<file path="config.mk">
export PLATFORM = sky130hd
export DESIGN_NAME = shell_line_tokenizer
export DESIGN_NICKNAME = d
export VERILOG_FILES = /design/src/hdl/slt_pkg.sv /design/src/hdl/slt_front.sv /design/src/hdl/slt_queue.sv /design/src/hdl/slt_back.sv /design/src/hdl/shell_line_tokenizer.sv
export SDC_FILE = /design/constraint.sdc
export NUM_CORES = 1
export LEC_CHECK = 0
export ABC_AREA = 1
export BUFFER_PORTS_ARGS = -buffer_cell sky130_fd_sc_hd__buf_2
export CAP_MARGIN = 20
export CELL_PAD_IN_SITES_DETAIL_PLACEMENT = 1
export CELL_PAD_IN_SITES_GLOBAL_PLACEMENT = 1
export CORE_UTILIZATION = 52
export DETAILED_ROUTE_END_ITERATION = 7
export PLACE_DENSITY = 0.91
export SETUP_SLACK_MARGIN = 0.1
export SYNTH_ARGS = -nofsm -noshare
export SYNTH_HDL_FRONTEND = slang
export SYNTH_SLANG_ARGS = --single-unit
export TNS_END_PERCENT = 50
</file>
<file path="constraint.sdc">
create_clock -name clk -period 6.7 [get_ports clk]
set_clock_uncertainty 0.15 [all_clocks]
set_input_delay 0.67 -clock clk [delete_from_list [all_inputs] [get_ports clk]]
set_output_delay 0.67 -clock clk [all_outputs]
set_load 0.05 [all_outputs]
</file>
<file path="src/hdl/slt_pkg.sv">
package slt_pkg;

  // lexer modes
  typedef enum logic [3:0] {
    M_BETWEEN,
    M_WORD,
    M_WORD_ESC,
    M_QUOTE,
    M_QUOTE_ESC,
    M_SEP_AMP,
    M_SEP_LT,
    M_SEP_GT,
    M_SEP_GGT,
    M_DROP
  } mode_t;

  // result kinds
  localparam logic [2:0] K_CHAR = 3'd0;
  localparam logic [2:0] K_WEND = 3'd1;
  localparam logic [2:0] K_AMP  = 3'd2;
  localparam logic [2:0] K_LT   = 3'd3;
  localparam logic [2:0] K_GT   = 3'd4;
  localparam logic [2:0] K_GGT  = 3'd5;
  localparam logic [2:0] K_EOL  = 3'd6;
  localparam logic [2:0] K_ERR  = 3'd7;

  // error codes
  localparam logic [1:0] E_NONE  = 2'd0;
  localparam logic [1:0] E_SEP   = 2'd0;
  localparam logic [1:0] E_QUOTE = 2'd1;
  localparam logic [1:0] E_ESC   = 2'd2;

  // characters
  localparam logic [7:0] CH_NUL = 8'h00;
  localparam logic [7:0] CH_TAB = 8'h09;
  localparam logic [7:0] CH_LF  = 8'h0A;
  localparam logic [7:0] CH_SP  = 8'h20;
  localparam logic [7:0] CH_DQ  = 8'h22;
  localparam logic [7:0] CH_AMP = 8'h26;
  localparam logic [7:0] CH_LT  = 8'h3C;
  localparam logic [7:0] CH_GT  = 8'h3E;
  localparam logic [7:0] CH_BSL = 8'h5C;

  // request queue between front and back
  localparam int QDEPTH = 4;
  localparam int QAW    = $clog2(QDEPTH);
  localparam int QCW    = $clog2(QDEPTH + 1);

  typedef struct packed {
    logic [2:0] kind;
    logic [7:0] ch;
    logic [1:0] err;
  } result_t;

  // one request: one or two results caused by a single byte
  typedef struct packed {
    logic    two;
    result_t r0;
    result_t r1;
  } entry_t;

  typedef struct packed {
    logic full;
    logic valid;
  } q_stat_t;

  function automatic logic is_space(input logic [7:0] c);
    return (c == CH_SP) || (c == CH_TAB) || (c == CH_LF);
  endfunction

  function automatic logic is_sep(input logic [7:0] c);
    return (c == CH_GT) || (c == CH_AMP) || (c == CH_LT);
  endfunction

  // mode after a byte seen between tokens
  function automatic mode_t btw_mode(input logic [7:0] c);
    mode_t m;
    if (c == CH_NUL || is_space(c)) m = M_BETWEEN;
    else if (c == CH_AMP) m = M_SEP_AMP;
    else if (c == CH_LT) m = M_SEP_LT;
    else if (c == CH_GT) m = M_SEP_GT;
    else if (c == CH_BSL) m = M_WORD_ESC;
    else if (c == CH_DQ) m = M_QUOTE;
    else m = M_WORD;
    return m;
  endfunction

  function automatic logic btw_emit(input logic [7:0] c);
    return (c == CH_NUL) ||
           !(is_space(c) || is_sep(c) || c == CH_BSL || c == CH_DQ);
  endfunction

  function automatic result_t btw_res(input logic [7:0] c);
    result_t r;
    r.err = E_NONE;
    if (c == CH_NUL) begin
      r.kind = K_EOL;
      r.ch   = 8'd0;
    end else begin
      r.kind = K_CHAR;
      r.ch   = c;
    end
    return r;
  endfunction

  function automatic result_t mk_res(input logic [2:0] kind, input logic [7:0] ch,
                                     input logic [1:0] err);
    result_t r;
    r.kind = kind;
    r.ch   = ch;
    r.err  = err;
    return r;
  endfunction

endpackage

</file>
<file path="src/hdl/slt_front.sv">
module slt_front (
  input  logic           clk,
  input  logic           rst,
  input  logic           in_valid,
  output logic           in_stall,
  input  logic [7:0]     in_byte,
  input  slt_pkg::q_stat_t q_stat,
  output logic           push,
  output slt_pkg::entry_t push_entry
);
  import slt_pkg::*;

  mode_t   mode, mode_next;
  entry_t  ent;
  logic    ent_valid;
  logic    accept;
  logic    word_end;
  logic [2:0] tok_kind;

  assign in_stall   = q_stat.full;
  assign accept     = in_valid && !q_stat.full;
  assign push       = accept && ent_valid;
  assign push_entry = ent;

  assign word_end = (in_byte == CH_NUL) || is_space(in_byte) || is_sep(in_byte);

  always_comb begin
    case (mode)
      M_SEP_AMP: tok_kind = K_AMP;
      M_SEP_LT:  tok_kind = K_LT;
      M_SEP_GT:  tok_kind = K_GT;
      default:   tok_kind = K_GGT;
    endcase
  end

  // next state
  always_comb begin
    case (mode)
      M_WORD: begin
        if (in_byte == CH_BSL) mode_next = M_WORD_ESC;
        else if (in_byte == CH_DQ) mode_next = M_QUOTE;
        else if (word_end) mode_next = btw_mode(in_byte);
        else mode_next = M_WORD;
      end
      M_WORD_ESC: begin
        mode_next = (in_byte == CH_NUL) ? M_BETWEEN : M_WORD;
      end
      M_QUOTE: begin
        if (in_byte == CH_NUL) mode_next = M_BETWEEN;
        else if (in_byte == CH_BSL) mode_next = M_QUOTE_ESC;
        else if (in_byte == CH_DQ) mode_next = M_WORD;
        else mode_next = M_QUOTE;
      end
      M_QUOTE_ESC: begin
        mode_next = (in_byte == CH_NUL) ? M_BETWEEN : M_QUOTE;
      end
      M_SEP_AMP, M_SEP_LT, M_SEP_GT, M_SEP_GGT: begin
        if (is_sep(in_byte)) begin
          mode_next = (mode == M_SEP_GT && in_byte == CH_GT) ? M_SEP_GGT : M_DROP;
        end else begin
          mode_next = btw_mode(in_byte);
        end
      end
      M_DROP: begin
        mode_next = (in_byte == CH_NUL) ? M_BETWEEN : M_DROP;
      end
      default: begin
        mode_next = btw_mode(in_byte);
      end
    endcase
  end

  // outputs: results caused by this byte
  always_comb begin
    ent       = '0;
    ent_valid = 1'b0;
    case (mode)
      M_WORD: begin
        if (in_byte == CH_BSL || in_byte == CH_DQ) begin
          ent_valid = 1'b0;
        end else if (word_end) begin
          ent_valid = 1'b1;
          ent.r0    = mk_res(K_WEND, 8'd0, E_NONE);
          ent.r1    = btw_res(in_byte);
          ent.two   = btw_emit(in_byte);
        end else begin
          ent_valid = 1'b1;
          ent.r0    = mk_res(K_CHAR, in_byte, E_NONE);
        end
      end
      M_WORD_ESC, M_QUOTE_ESC: begin
        ent_valid = 1'b1;
        if (in_byte == CH_NUL) ent.r0 = mk_res(K_ERR, 8'd0, E_ESC);
        else ent.r0 = mk_res(K_CHAR, in_byte, E_NONE);
      end
      M_QUOTE: begin
        if (in_byte == CH_NUL) begin
          ent_valid = 1'b1;
          ent.r0    = mk_res(K_ERR, 8'd0, E_QUOTE);
        end else if (in_byte != CH_BSL && in_byte != CH_DQ) begin
          ent_valid = 1'b1;
          ent.r0    = mk_res(K_CHAR, in_byte, E_NONE);
        end
      end
      M_SEP_AMP, M_SEP_LT, M_SEP_GT, M_SEP_GGT: begin
        if (is_sep(in_byte)) begin
          if (!(mode == M_SEP_GT && in_byte == CH_GT)) begin
            ent_valid = 1'b1;
            ent.r0    = mk_res(K_ERR, 8'd0, E_SEP);
          end
        end else begin
          ent_valid = 1'b1;
          ent.r0    = mk_res(tok_kind, 8'd0, E_NONE);
          ent.r1    = btw_res(in_byte);
          ent.two   = btw_emit(in_byte);
        end
      end
      M_DROP: begin
        ent_valid = 1'b0;
      end
      default: begin
        ent_valid = btw_emit(in_byte);
        ent.r0    = btw_res(in_byte);
      end
    endcase
  end

  always_ff @(posedge clk) begin
    if (rst) begin
      mode <= M_BETWEEN;
    end else if (accept) begin
      mode <= mode_next;
    end
  end

endmodule

</file>
<file path="src/hdl/slt_queue.sv">
module slt_queue (
  input  logic             clk,
  input  logic             rst,
  input  logic             push,
  input  slt_pkg::entry_t  push_entry,
  input  logic             pop,
  output slt_pkg::q_stat_t q_stat,
  output slt_pkg::entry_t  head
);
  import slt_pkg::*;

  entry_t           mem [QDEPTH];
  logic [QAW-1:0]   wr_ptr, rd_ptr;
  logic [QCW-1:0]   count;
  logic             do_push, do_pop;

  assign q_stat.full  = (count == QCW'(QDEPTH));
  assign q_stat.valid = (count != '0);
  assign head         = mem[rd_ptr];
  assign do_push      = push && !q_stat.full;
  assign do_pop       = pop && q_stat.valid;

  always_ff @(posedge clk) begin
    if (do_push) begin
      mem[wr_ptr] <= push_entry;
    end
  end

  always_ff @(posedge clk) begin
    if (rst) begin
      wr_ptr <= '0;
      rd_ptr <= '0;
      count  <= '0;
    end else begin
      if (do_push) wr_ptr <= wr_ptr + 1'b1;
      if (do_pop) rd_ptr <= rd_ptr + 1'b1;
      if (do_push && !do_pop) count <= count + 1'b1;
      else if (do_pop && !do_push) count <= count - 1'b1;
    end
  end

endmodule

</file>
<file path="src/hdl/slt_back.sv">
module slt_back (
  input  logic             clk,
  input  logic             rst,
  input  slt_pkg::q_stat_t q_stat,
  input  slt_pkg::entry_t  head,
  output logic             pop,
  output logic             out_valid,
  input  logic             out_stall,
  output logic [2:0]       kind,
  output logic [7:0]       char_value,
  output logic [1:0]       error_code,
  output logic             last
);
  import slt_pkg::*;

  logic    sub;    // serving second result of head request
  logic    load;
  result_t sel;

  assign load = q_stat.valid && (!out_valid || !out_stall);
  assign pop  = load && (sub || !head.two);
  assign sel  = sub ? head.r1 : head.r0;

  always_ff @(posedge clk) begin
    if (rst) begin
      out_valid <= 1'b0;
      sub       <= 1'b0;
    end else begin
      if (load) begin
        out_valid <= 1'b1;
        sub       <= !sub && head.two;
      end else if (!out_stall) begin
        out_valid <= 1'b0;
      end
    end
  end

  always_ff @(posedge clk) begin
    if (load) begin
      kind       <= sel.kind;
      char_value <= sel.ch;
      error_code <= sel.err;
      last       <= sub || !head.two;
    end
  end

endmodule

</file>
<file path="src/hdl/shell_line_tokenizer.sv">
// Channel | Handshake            | Payload                              | Dir
// in      | in_valid / in_stall  | in_byte[7:0]                         | in
// out     | out_valid / out_stall| kind[2:0] char_value[7:0]            | out
//         |                      | error_code[1:0] last                 |
//
// One byte per cycle while the 4-deep request queue has room. A NUL ending a
// word, or a NUL or word char ending a separator run, gives two results, which
// leave the output one after the other; the queue absorbs these bursts.
// Results enter the queue as their byte is taken, then the output register.
// Reset (rst, synchronous): lexer back between tokens, queue and output empty.
// in_stall rises only when the queue is full; out_stall only holds the output.
module shell_line_tokenizer (
  input  logic       clk,
  input  logic       rst,
  input  logic       in_valid,
  output logic       in_stall,
  input  logic [7:0] in_byte,
  output logic       out_valid,
  input  logic       out_stall,
  output logic [2:0] kind,
  output logic [7:0] char_value,
  output logic [1:0] error_code,
  output logic       last
);
  import slt_pkg::*;

  q_stat_t q_stat;
  entry_t  push_entry;
  entry_t  head;
  logic    push;
  logic    pop;

  // front: lexer mode machine, builds one request per byte with results
  slt_front u_front (
    .clk        (clk),
    .rst        (rst),
    .in_valid   (in_valid),
    .in_stall   (in_stall),
    .in_byte    (in_byte),
    .q_stat     (q_stat),
    .push       (push),
    .push_entry (push_entry)
  );

  // request queue
  slt_queue u_queue (
    .clk        (clk),
    .rst        (rst),
    .push       (push),
    .push_entry (push_entry),
    .pop        (pop),
    .q_stat     (q_stat),
    .head       (head)
  );

  // back: walks each request's results into the output register
  slt_back u_back (
    .clk        (clk),
    .rst        (rst),
    .q_stat     (q_stat),
    .head       (head),
    .pop        (pop),
    .out_valid  (out_valid),
    .out_stall  (out_stall),
    .kind       (kind),
    .char_value (char_value),
    .error_code (error_code),
    .last       (last)
  );

  // back never pops an empty queue
  a_pop_nonempty: assert property (@(posedge clk) disable iff (rst)
    pop |-> q_stat.valid)
    else $error("pop from empty request queue");

  // second result of a request follows right after the first is taken
  a_pair_follows: assert property (@(posedge clk) disable iff (rst)
    (out_valid && !out_stall && !last) |=> out_valid)
    else $error("second result of a request missing");

  a_char_zero: assert property (@(posedge clk) disable iff (rst)
    (out_valid && kind != K_CHAR) |-> (char_value == 8'd0))
    else $error("char_value set on non-character result");

  a_err_zero: assert property (@(posedge clk) disable iff (rst)
    (out_valid && kind != K_ERR) |-> (error_code == E_NONE))
    else $error("error_code set on non-error result");

endmodule
</file>
# --- After elaboration in Yosys (flattened, before gate mapping) ---
# Memory sizes are Yosys's and may differ from the RTL's. A register that Yosys moved wholly into a read port is not among the register bits.
# Cells that the tools add are included.
totals:
  n_memories: 1
  regBits: 27
  rom_bits: 0
  latch_bits: 0
  mem_bits_rw: 108
  in_bits: 12
  out_inout_bits: 16
mem_list:
  columns: ["memory", "depth", "word_bits", "read_ports", "rd_ports_with_merged_regs", "write_ports", "line_no", "text"]
  rows:
  - ["u_queue.mem", 4, 27, 1, 1, 1, "slt_queue.sv:12", "entry_t mem [QDEPTH];"]
classes:
  add_sub_neg: 4
  n_eq_ne: 21
  n_reduce_logical: 37
  shift: 0
  bitwise_logic: 0
  n_mul: 0
  magnitude_cmp: 0
  n_div: 0
  mux: 53
op_table:
  columns: ["operator", "count"]
  rows:
  - ["$mux 13", 7]
  - ["$pmux 13 s5", 1]
  - ["$mux 4", 15]
  - ["$eq 8x6->1 const B", 5]
  - ["$mux 27", 1]
  - ["$pmux 13 s2", 1]
  - ["$pmux 4 s6", 1]
  - ["$mux 11", 2]
  - ["$eq 4x3->1 const B", 4]
  - ["$eq 8x4->1 const B", 2]
  - ["$logic_or 1x1->1", 13]
  - ["$mux 1", 13]
  - ["$logic_and 1x1->1", 11]
  - ["$mux 10", 1]
  - ["$mux 2", 5]
  - ["$mux 3", 3]
  - ["$pmux 3 s3", 1]
  - ["$eq 4x2->1 const B", 2]
  - ["$eq 4x4->1 const B", 2]
  - ["$eq 8x7->1 const B", 1]
  - ["$logic_not 1->1", 8]
  - ["$logic_not 8->1", 1]
  - ["$ne 8x6->1 const B", 1]
  - ["$ne 8x7->1 const B", 1]
  - ["12 further kinds", 13]

# --- Depth between registers and ports, before layout ---
# Gate-level depths: netlist (run 1).
logic_depth:
  word_depth: 15
  ltp_mapped: 17
  ltp_nobuf: 17

# --- Hierarchy ---
# Synthesis (run 1) repeated with hierarchy kept, for this count alone.
hier_totals:
  hier_cells: 591
  hier_area_um2: 6224.7
modules_own_cells:
  columns: ["mod", "cells_per_inst", "area_each_um2", "instances"]
  rows:
  - ["slt_queue", 330, 4549.4, 1]
  - ["slt_front", 191, 997.2, 1]
  - ["slt_back", 70, 678.2, 1]

# --- Least setup slack after synthesis (run 1) ---
# Ideal clock, no wire load.
synth_timing:
  path_type: "in2reg"
  start: "in in_byte[2]"
  end: "mem u_queue.mem[0][12] (netlist bit) (enable)"
  slack_ps: 3709
  arrival_time_ps: 2439
  path_stages: 9
  path_buffers: 0
  cell_sequence: "nand2_1 > inv_1 > nand2_1 > a21oi_2 > nor2_2 > nand3_1 > nand2_1 > nand3_4 > nor2_1"
synth_between:
  elab_chain_len: 13
  elab_cells_between_ends: 33
  cone_classes: "10 x eq/ne; 8 x mux; 15 x reduce/logical"
synth_lines:
  columns: ["item", "line_no", "text"]
  rows:
  - ["start, declared", "shell_line_tokenizer.sv:17", "input logic [7:0] in_byte,"]
  - ["$eq 8x6->1 (tied with other cells)", "slt_pkg.sv:68", "return (c == CH_SP) || (c == CH_TAB) || (c == CH_LF);"]
  - ["$logic_or 1x1->1 (on tied branches) (2 in series)", "slt_pkg.sv:68, slt_pkg.sv:72", null]
  - ["$logic_or 1x1->1 (3 in series)", "slt_pkg.sv:90", "!(is_space(c) || is_sep(c) || c == CH_BSL || c == CH_DQ);"]
  - ["$logic_not 1->1", "slt_pkg.sv:90", null]
  - ["$logic_or 1x1->1", "slt_pkg.sv:89", "return (c == CH_NUL) ||"]
  - ["$pmux 1 s5 (*)", "slt_front.sv:77", "case (mode)"]
  - ["$logic_and 1x1->1 (*)", "slt_front.sv:22", "assign push = accept && ent_valid;"]
  - ["$logic_and 1x1->1 (*)", "slt_queue.sv:20", "assign do_push = push && !q_stat.full;"]
  - ["$mux 1 (*)", "slt_queue.sv:24", "if (do_push) begin"]
  - ["$mux 1 (implied by the code) (*)", "slt_queue.sv:25", "mem[wr_ptr] <= push_entry;"]
  - ["end, declared", "slt_queue.sv:12", null]
# Every way passes the cells marked *; elsewhere a longest branch is shown, timed or not.

==> reports/summary.txt, run 1 <==
Vias = 4104
ANT nets after route = 0
WHS Endpoint = u_front.mode[0]$_SDFFE_PP0P_
Post-Syn Nets = 530
Final Hold Fails = 0
Total gr overflow = 0
Final nets = 567
Hold_buf cts = 0
Resize count post-CTS = 0
Critical Path, Cell by Cell = buf_4, inv_1, o21ai_0, o22ai_1, nand2_1, nand2_1, ha_1, inv_1, fa_1, a21oi_1, o21ai_0, o21ai_0, a21oi_1
Yosys top cell by area = edfxtp_1
Number of enable flip-flop cells after synthesis = 106
CP Max Fanout = 24
Ys async rst share = 0
CP endpoint kind = flop
Die area = 10650 µm²
Measured slew at the worst slew-check pin = 1089 ps
Gpl congestion = 0.8875
Arrival time worst endpoint = 3820 ps
Crit path buf inv count = 3
Area share of the largest cell type after synthesis = 0.5979
Syn Area/Cell = 10.40 µm²
Fillers = 1049
Die height = 103.2 µm
Port-buffer cells = 27
Total Neg Setup Slack = 0 ps
Drt pass-1 iters = 5
Skew-Pair Late Insertion Delay = 530 ps
Post-synth cell types = 35
Final setup violation count = 0
LEAKAGE = 2.323 nW
Final period util = 0.5340
Routed length per instance = 22.33 µm
P per Cell Area = 474.4 nW/µm²
Clock Sinks = 121
Ratio of cells with drive above 1 in the final layout = 0.1530
Min-delay src = rst
Final Routed Wirelength = 15520 µm
Die W = 103.2 µm
Worst Path Required = 6940 ps
DRT iter0 DRCs = 340
Antenna cell count = 0
# rows = 36
Max_slew headroom = 0.2719
Fmax = 279.5 MHz
Core area = 9864 µm²
DRC = 0
Worst path most repeated cell = o21ai_0
RSZ-0062 raised after global routing = no
Crit path kind = flop to flop
Largest cells by area after synthesis = edfxtp_1, nor2_1, dfxtp_1
Max Cap Violations = 0
DPL Wire Length = 8797 µm
Cell Count, Final, Fillers Out = 695
CP delay by family, top = compound AO/OA/AOI/OAI gates
Class of the worst hold path = primary input to flop
Synth Cell Area = 5324 µm²
Max incr delay on CP = 650 ps
Clock transition at path regs = 60 ps
Register area = 3483 µm²
Outcome = completed
Synth Register Bits = 121
Vias per inst = 5.905
Post-CTS setup buffer count = 0
DP Cell Count = 663
Peak supply drop = 0.0003056 V
H-Tree Depth = 4
Seq/Total Area, Yosys = 0.6543
Worst R2R End = u_queue.count[2]$_SDFFE_PP0P_
Max Buffers Root-to-Sink = 2
Vias in the first global route = 4330
Final Max Tran Viols = 0
Gate Count Post-Synth = 512
Ys flop type = edfxtp_1
Synth warn = 0
Hold-critical path depth = 2
CTS tree = yes
First-pass GRT wire length = 23600 µm
Initial antenna violation count = 0
Register-to-register setup slack = 3120 ps
CTS Buf Count = 17
R2R depth = 13
Crit start category = flop
Area of the multi-input gates = 1600 µm²
Largest net degree at the start of global routing = 48
Initial cell density of the core = 0.5397
P&R area growth vs syn = 16.45%
Io pins = 28
Min cycle time layout = 3578 ps
Total GRT Usage = 0.3168
CP max stage cell = inv_1
Final Total Pwr = 2.941 mW
Root buffer cell = clkbuf_8
-- sequential cells by signal (all words and copies together), names as in the netlist, named ones only --
name	count
u_queue.mem	92
u_back.char_value	8
u_front.mode	4
u_back.kind	3
u_queue.count	3
u_back.error_code	2
u_queue.rd_ptr	2
u_queue.wr_ptr	2
u_back.last	1
u_back.out_valid	1
u_back.sub	1
-- cells in the final DEF (no fill, tap or decap), types with 7 or more instances in the layout --
master,n
nand3_1,10
dfxtp_1,15
inv_1,46
buf_2,27
a31oi_1,10
edfxtp_1,106
a21oi_1,26
nand2_1,58
nor2_2,11
clkbuf_16,16
o21ai_0,53
buf_4,7
o22ai_1,11
nor2_1,111
-- how the worst max path moves through the flow --
stage,startpoint,to,slack [ps],depth (start not counted)
after floorplan,in_byte[2],u_queue.mem[0][12]$_DFFE_PP_,3710,9
after global placement,in_byte[2],u_queue.count[2]$_SDFFE_PP0P_,3570,17
after detailed placement,in_byte[3],u_queue.count[2]$_SDFFE_PP0P_,3390,17
after CTS,flop,u_queue.count[2]$_SDFFE_PP0P_,3200,13
after global routing,flop,u_queue.count[2]$_SDFFE_PP0P_,2940,13
final,flop,u_queue.count[2]$_SDFFE_PP0P_,3120,13
-- worst reg2reg max path, cell delays in order, from the launching register on --
cell and delay (ps):
dfxtp_1 300, buf_4 220, inv_1 660, o21ai_0 250
o22ai_1 200, nand2_1 110, nand2_1 130, ha_1 170
inv_1 90, fa_1 500, a21oi_1 200, o21ai_0 180
o21ai_0 200, a21oi_1 80
-- area by class of cell --
class,instances,share of cell area
flip-flops and latches,121,0.5619
multi-input cells,325,0.2581
clock inverters,13,0.02462
inverters,50,0.03027
clock buffers,19,0.06801
repair buffers,34,0.03027
well taps,133,0.02684
-- cell usage after synthesis, types with 3 or more instances --
library cell,instances
nor3_1,3
edfxtp_1,106
nand4_1,5
o211ai_1,3
nand2_2,3
o22ai_1,11
ha_1,5
clkbuf_1,12
o21ai_0,53
nor2_1,115
a31oi_1,11
nor2_2,7
nand2_1,58
inv_1,46
nand3_1,10
dfxtp_1,15
a21oi_1,26
-- through the flow --
| stage | hold WS [ps] | area [µm²] | setup slack [ps] | utilization |
|---|---|---|---|---|
| global placement | 298.5 | 5625 | 3572 | 0.5703 |
| floorplan | 286.0 | 5324 | 3709 | - |
| detailed placement | 333.6 | 5625 | 3385 | 0.5703 |
| global route | 190.6 | 6200 | 2944 | 0.6285 |
| finish | 191.1 | 6200 | 3122 | 0.6285 |
| CTS | 184.6 | 6200 | 3197 | 0.6285 |
-- per-layer routing --
metal | vias up | track usage | part of all wire
li1 | 1846 | - | -
met1 | 2016 | 0.3815 | 0.39
met2 | 205 | 0.5349 | 0.51
met3 | 37 | 0.09274 | 0.076
met4 | 0 | 0.1322 | 0.023
met5 | - | 0 | 0
-- cells by family after synthesis --
group                    after synthesis  share of synthesized area
buffers and inverters                 66                    0.04818
AND/OR/NAND/NOR                      207                     0.1650
XOR/XNOR                               2                   0.003291
adder cells (fa/ha/maj)                6                    0.01551
AO/OA/AOI/OAI                        110                     0.1137
flip-flops                           121                     0.6543
-- report_power, final --
group          switching (mW)  internal (mW)  leakage, nW
Clock                   0.340          0.563        0.271
Sequential             0.0665           1.03         1.07
Combinational           0.717          0.223        0.985
Note: power is estimated with default switching activity, not from simulation.
==> run 2, diff against run 1 <==
--- a/config.mk
+++ b/config.mk
@@ -5,14 +5,14 @@
 export SDC_FILE = /design/constraint.sdc
 export NUM_CORES = 1
 export LEC_CHECK = 0
-export ABC_AREA = 1
+export ABC_AREA = 0
 export BUFFER_PORTS_ARGS = -buffer_cell sky130_fd_sc_hd__buf_2
 export CAP_MARGIN = 20
 export CELL_PAD_IN_SITES_DETAIL_PLACEMENT = 1
 export CELL_PAD_IN_SITES_GLOBAL_PLACEMENT = 1
-export CORE_UTILIZATION = 52
+export CORE_UTILIZATION = 47
 export DETAILED_ROUTE_END_ITERATION = 7
-export PLACE_DENSITY = 0.91
+export PLACE_DENSITY = 0.83
 export SETUP_SLACK_MARGIN = 0.1
 export SYNTH_ARGS = -nofsm -noshare
 export SYNTH_HDL_FRONTEND = slang
==> constraint.sdc (replaced) <==
create_clock -name clk -period 3.14 [get_ports clk]
set_clock_uncertainty 0.15 [all_clocks]
set_input_delay 0.314 -clock clk [delete_from_list [all_inputs] [get_ports clk]]
set_output_delay 0.314 -clock clk [all_outputs]
set_load 0.05 [all_outputs]
==> run 2 against run 1 <==
  * Core utilization shrank 6.7 points
  * Non-clock buffer count grew 12
  * First-iteration DRC count shrank 5.9%
  * Maximum frequency grew 21%
  * Critical path depth shrank 3
  * Combinational power grew 88%
  * Routed wire length shrank 18%
  * Die area grew 14%
  * Flip-flop and latch count is the same
  * Area after synthesis grew 3.1%
==> reports/summary.txt, run 2 <==
Max Buffers Root-to-Sink = 2
Routed length per instance = 22.56 µm
H-Tree Depth = 4
Arrival time worst endpoint = 3160 ps
CP max stage cell = fa_1
Fillers = 1102
Clock transition at path regs = 50 ps
P&R area growth vs syn = 16.83%
Root buffer cell = clkbuf_16
CTS Buf Count = 17
Final Routed Wirelength = 12660 µm
Min cycle time layout = 2968 ps
Most instantiated library cell after synthesis = edfxtp_1
Ratio of cells with drive above 1 in the final layout = 0.3237
DPL Wire Length = 8294 µm
Ys flop type = edfxtp_1
Yosys top cell by area = edfxtp_1
Gpl congestion = 0.8569
LEAKAGE = 2.220 nW
Die W = 110.1 µm
Final Max Tran Viols = 0
Post-Syn Nets = 381
Area share of the largest cell type after synthesis = 0.5800
Max Cap Violations = 0
CP Max Fanout = 8
Vias in the first global route = 3506
Max reg flops = 92
Final Cell Area = 6411 µm²
Synth warn = 0
Post-synth cell types = 69
Outcome = completed
Worst Path Required = 3330 ps
Io pins = 28
Synth Cell Area = 5488 µm²
Vias = 3323
Commonest non-fill, non-tap cell in the layout = edfxtp_1
First-pass GRT wire length = 19300 µm
Skew-Pair Late Insertion Delay = 410 ps
Port-buffer cells = 27
Initial cell density of the core = 0.4806
Largest regs = u_queue.mem x92, u_back.char_value x8, u_front.mode x4
Critical Path, Cell by Cell = buf_4, or2_2, a21o_1, a221oi_2, ha_2, inv_1, fa_1, xor2_1, or3_1, a21oi_1
Final nets = 423
Biggest register = u_queue.mem
Initial antenna violation count = 1
Drt pass-1 iters = 4
Ys async rst share = 0
Total Neg Setup Slack = 0 ps
Final Hold Fails = 0
Total gr overflow = 0
Syn Area/Cell = 15.12 µm²
Crit path kind = flop to flop
ANT nets after route = 0
Crit start category = flop
Number of enable flip-flop cells after synthesis = 106
Vias per inst = 5.923
Total GRT Usage = 0.2271
Synth Register Bits = 121
Largest cells by area after synthesis = edfxtp_1, mux4_2, dfxtp_1
CP endpoint kind = flop
Fmax = 336.9 MHz
Gate Count Post-Synth = 363
Final period util = 0.9453
# rows = 39
Largest net degree at the start of global routing = 24
Clock Sinks = 121
CTS tree = yes
Peak supply drop = 0.0004304 V
Final setup violation count = 0
Max incr delay on CP = 440 ps
Post-DP Area = 5836 µm²
Die height = 110.1 µm
DRC = 0
Commonest cells post-synth = edfxtp_1, mux4_2, dfxtp_1
Measured slew at the worst slew-check pin = 710.1 ps
RSZ-0062 raised after global routing = no
P per Cell Area = 916.5 nW/µm²
Max_slew headroom = 0.5254
Class of the worst hold path = primary input to flop
Die area = 12110 µm²
Commonest cells after routing, fill and taps aside = edfxtp_1, buf_2, mux4_2
Seq/Total Area, Yosys = 0.6347
Core area = 11420 µm²
DRT iter0 DRCs = 320
==> run 2: changes by cell type in the layout (fill, tap and decap cells not counted), sizes merged, moves of 10 or more <==
cell / previous run / this run
a21oi: 27 / 14
nor2: 122 / 14
o21ai: 54 / 16
a31oi: 11 / 1
inv: 49 / 9
and2: 0 / 16
o22ai: 11 / 1
mux4: 0 / 23
buf: 34 / 46
nand2: 61 / 11
mux2: 0 / 10
==> run 2: cells by family after synthesis <==
kind of cell	synth area share
AO/OA/AOI/OAI	0.07296
XOR/XNOR	0.01277
adder cells (fa/ha/maj)	0.01505
buffers and inverters	0.02553
flip-flops	0.6347
multiplexers	0.1211
AND/OR/NAND/NOR	0.1179
==> run 2: final cells by class <==
cell class              instances  area (µm²)  area share
multi-input cells             211        1876      0.2925
repair buffers                 46       277.8     0.04333
clock buffers                  19       432.9     0.06753
clock inverters                12       126.4     0.01971
well taps                     143       178.9     0.02791
flip-flops and latches        121        3487      0.5439
inverters                       8       30.03    0.004684
diodes                          1       2.502   0.0003903
==> run 2: path summary, 6_finish.rpt <==
kind	end	start	cells after the start	slack, ps
max	u_queue.count[2]$_SDFFE_PP0P_	u_front.mode[2]$_SDFFE_PP0P_	10	170
min reg2reg	u_back.out_valid$_SDFFE_PP0P_	u_back.out_valid$_SDFFE_PP0P_	2	340
max reg2reg	u_queue.count[2]$_SDFFE_PP0P_	u_front.mode[2]$_SDFFE_PP0P_	10	170
min	u_back.out_valid$_SDFFE_PP0P_	out_stall	3	30
==> run 2: repair_timing <==
| action | in CTS | in global routing |
|---|---|---|
| gates resized for setup | 0 | 4 |
| hold endpoints to repair | 0 | 0 |
| hold buffers | 0 | 0 |
| buffers inserted | 0 | 1 |
| endpoints found under the setup margin | 0 | 1 |
==> run 2: per-layer routing <==
metal  track usage  vias to the layer above  wire length [µm]
li1              -                     1502                 -
met1        0.2820                     1717              5331
met2        0.3763                       79              6515
met3       0.05467                       25               506
met4        0.1029                        0               302
met5             0                        -                 0
==> run 2: metrics by stage <==
step                cells  setup WS, ps  total power [mW]  hold slack (ps)    util
detailed placement    528         144.7             4.067            335.1  0.5111
finish                561         171.7             5.876            31.77  0.5615
global route          561         73.09             6.126            51.58  0.5615
CTS                   559         115.4             5.910            16.36  0.5600
floorplan             363         189.4             3.591            308.8       -
global placement      528         247.8             3.972            316.4  0.5111
==> run 2: power by group <==
| group | total, mW | switching, mW | internal, mW |
|---|---|---|---|
| clock network | 1.84 | 0.682 | 1.16 |
| logic | 1.77 | 1.12 | 0.650 |
| registers | 2.27 | 0.118 | 2.15 |
==> run 2: critical path: cells and delay by family, from the launching register on <==
kind | cells | cell delay, ps
buffers and inverters | 2 | 230
DFF | 1 | 370
AOI/OAI and AO/OA | 3 | 680
adders and majority gates | 2 | 700
xor gates and xnor gates | 1 | 160
and+or+nand+nor | 2 | 610
==> run 3, diff against run 2 <==
--- a/config.mk
+++ b/config.mk
@@ -12,9 +12,10 @@
 export CELL_PAD_IN_SITES_GLOBAL_PLACEMENT = 1
 export CORE_UTILIZATION = 47
 export DETAILED_ROUTE_END_ITERATION = 7
-export PLACE_DENSITY = 0.83
+export PLACE_DENSITY = 0.82
 export SETUP_SLACK_MARGIN = 0.1
 export SYNTH_ARGS = -nofsm -noshare
 export SYNTH_HDL_FRONTEND = slang
+export SYNTH_HIERARCHICAL = 1
 export SYNTH_SLANG_ARGS = --single-unit
 export TNS_END_PERCENT = 50
==> constraint.sdc (replaced) <==
create_clock -name clk -period 3.14 [get_ports clk]
set_clock_uncertainty 0.15 [all_clocks]
set_input_delay 0.314 -clock clk [delete_from_list [all_inputs] [get_ports clk]]
set_output_delay 0.314 -clock clk [all_outputs]
set_load 0.02 [all_outputs]
==> run 3 against run 2 <==
  * Combinational power is 9% higher
  * Core utilization is 1.2 points higher
  * Final area is 13% higher
  * Maximum frequency is 2.4% higher
  * Global-route usage is 0.31 points lower
  * First-iteration DRC count is 50% lower
  * Critical endpoint is now u_queue/count[2]$_SDFFE_PP0P_
  * Largest power group unchanged
==> reports/summary.txt, run 3 <==
Outcome = completed
Drt pass-1 iters = 4
Commonest cells after routing, fill and taps aside = edfxtp_1, buf_4, buf_2
Met2 Usage GRT = 0.3817
Die height = 116.2 µm
Area of the multi-input gates = 1967 µm²
Routed length per instance = 21.39 µm
Final Max Tran Viols = 0
Seq/Total Area, Yosys = 0.6471
Sw Share = 0.2899
Number of enable flip-flop cells after synthesis = 122
Final nets = 467
Syn Area/Cell = 15.63 µm²
Skew-Pair Late Insertion Delay = 420 ps
Largest regs = u_queue/mem x108, u_back/char_value x8, u_front/mode x4
Final Hold Slack = 68.78 ps
ANT nets after route = 0
Biggest register = u_queue/mem
Final Routed Wirelength = 13560 µm
Fillers = 1241
Die W = 116.2 µm
First-pass GRT wire length = 21450 µm
Core area = 12670 µm²
Worst Path Required = 3350 ps
Initial antenna violation count = 0
Commonest non-fill, non-tap cell in the layout = edfxtp_1
Final Total Pwr = 6.711 mW
H-Tree Depth = 4
Clock transition at path regs = 60 ps
Largest cells by area after synthesis = edfxtp_1, mux4_2, dfxtp_1
Fmax = 345.0 MHz
Largest net degree at the start of global routing = 28
Register area = 3966 µm²
Final setup violation count = 0
DRT iter0 DRCs = 160
Crit path kind = flop to flop
Ys async rst share = 0
Port-buffer cells = 27
DRC = 0
Post-CTS setup buffer count = 0
Ratio of cells with drive above 1 in the final layout = 0.3333
Vias = 3636
Final Hold Fails = 0
# rows = 41
Max_slew headroom = 0.5359
P_int = 4.765 mW
Die area = 13490 µm²
Area share of the largest cell type after synthesis = 0.5980
LEAKAGE = 2.547 nW
Crit start category = flop
Class of the worst hold path = primary input to flop
P per Cell Area = 923.3 nW/µm²
Met3 global-route usage = 0.05501
Total gr overflow = 0
CTS Buf Count = 17
CTS tree = yes
Gate Count Post-Synth = 392
Post-synth cell types = 64
Switching power = 1.945 mW
Measured slew at the worst slew-check pin = 688.8 ps
Root buffer cell = clkbuf_16
Synth Cell Area = 6126 µm²
Vias in the first global route = 3862
DPL Wire Length = 8715 µm
Final period util = 0.9232
Hold_buf cts = 0
Total GRT Usage = 0.2240
P&R area growth vs syn = 18.65%
Yosys top cell by area = edfxtp_1
Min cycle time layout = 2899 ps
Max reg flops = 108
Peak supply drop = 0.0003787 V
Vias per inst = 5.735
RSZ-0062 raised after global routing = no
Logic pwr share = 0.287
Antenna cell count = 0
Arrival time worst endpoint = 3110 ps
Synth Register Bits = 137
Max Buffers Root-to-Sink = 2
Clk pwr share = 0.317
Max Cap Violations = 0
Clock Sinks = 137
Most Used Layer, Global Route = met2
Most instantiated library cell after synthesis = edfxtp_1
Initial cell density of the core = 0.4835
CP Max Fanout = 13
Gpl congestion = 0.8672
CP endpoint kind = flop
Seq pwr share = 0.396
Ys flop type = edfxtp_1
Met1 Track Usage GR = 0.2728
Io pins = 28
Synth warn = 6
Commonest cells post-synth = edfxtp_1, mux4_2, nor2_1
-- run 3: cell types whose count changed after synthesis, sizes merged, moves of 5 or more --
| cell | before | now |
|---|---|---|
| edfxtp | 106 | 122 |
| and2 | 16 | 9 |
| buf | 11 | 18 |
| nor2 | 14 | 21 |
| and3 | 8 | 3 |
| nor4 | 6 | 1 |
-- run 3: path summary, 6_finish.rpt --
| path | start | endpoint | slack, ps | depth (start not counted) |
|---|---|---|---|---|
| setup / recovery | u_front/mode[2]$_SDFFE_PP0P_ | u_queue/count[2]$_SDFFE_PP0P_ | 240 | 13 |
| hold / removal | out_stall | u_back/out_valid$_SDFFE_PP0P_ | 70 | 3 |
| setup reg to reg | u_front/mode[2]$_SDFFE_PP0P_ | u_queue/count[2]$_SDFFE_PP0P_ | 240 | 13 |
| hold reg to reg | u_queue/wr_ptr[1]$_SDFFE_PP0P_ | u_queue/wr_ptr[1]$_SDFFE_PP0P_ | 370 | 2 |
-- run 3: stage by stage --
stage	util	std cells	worst slack, ps	cell area (µm²)	TNS [ps]
floorplan	-	394	103.6	6141	0
global placement	0.5203	602	17.14	6593	0
detailed placement	0.5203	602	-74.47	6593	-74.47
CTS	0.5722	634	120.6	7251	0
global route	0.5736	634	117.0	7268	0
finish	0.5736	634	241.2	7268	0
-- run 3: worst max-delay path: stages, from the launching register on --
cell,delay [ps]
dfxtp_1,310
buf_4,190
nor2_2,170
mux2i_1,280
o21ai_0,120
a21oi_1,140
inv_1,100
nor2_4,130
ha_2,180
inv_1,50
fa_1,390
xor2_1,180
or3_1,300
a21oi_1,130
-- run 3: cells by family (layout without fill, tap and decap cells) --
logic type                 count (synthesis)  in the layout  share of synthesized area
muxes                                     45             45                     0.1319
AOI/OAI and AO/OA                         64             64                    0.07312
adders and majority gates                  6              6                    0.01348
buffers and inverters                     39            107                    0.03778
and+or+nand+nor                           94             94                    0.08742
xor gates and xnor gates                   6              6                   0.008578
DFF                                      137            137                     0.6471
other                                      1              3                  0.0006122
-- run 3: per-layer routing --
layer	up-vias	wire, µm	share of wire
met5	-	0	0
met4	0	295	0.022
met1	1857	5693	0.42
li1	1650	-	-
met2	106	6935	0.51
met3	23	639	0.047
-- run 3: layout make-up --
| class | count | area share |
|---|---|---|
| repair buffers | 63 | 0.05750 |
| clock inverters | 8 | 0.01394 |
| clock buffers | 24 | 0.07643 |
| multi-input cells | 218 | 0.2706 |
| well taps | 172 | 0.02961 |
| flip-flops and latches | 137 | 0.5457 |
| inverters | 12 | 0.006197 |
-- run 3: what timing repair did --
item                                    4_1_cts  5_1_grt
gates resized for setup                       1        6
endpoints found under the hold margin         0        0
endpoints found under the setup margin        1        1
-- run 3: power by group through the flow --
stage / Sequential [mW] / Combinational (mW) / Clock (mW)
finish: 2.66 / 1.93 / 2.12
detailed placement: 2.69 / 1.91 / 0
global placement: 2.65 / 1.82 / 0
floorplan: 2.79 / 1.27 / 0
global route: 2.70 / 2.09 / 2.22
CTS: 2.67 / 1.94 / 2.16
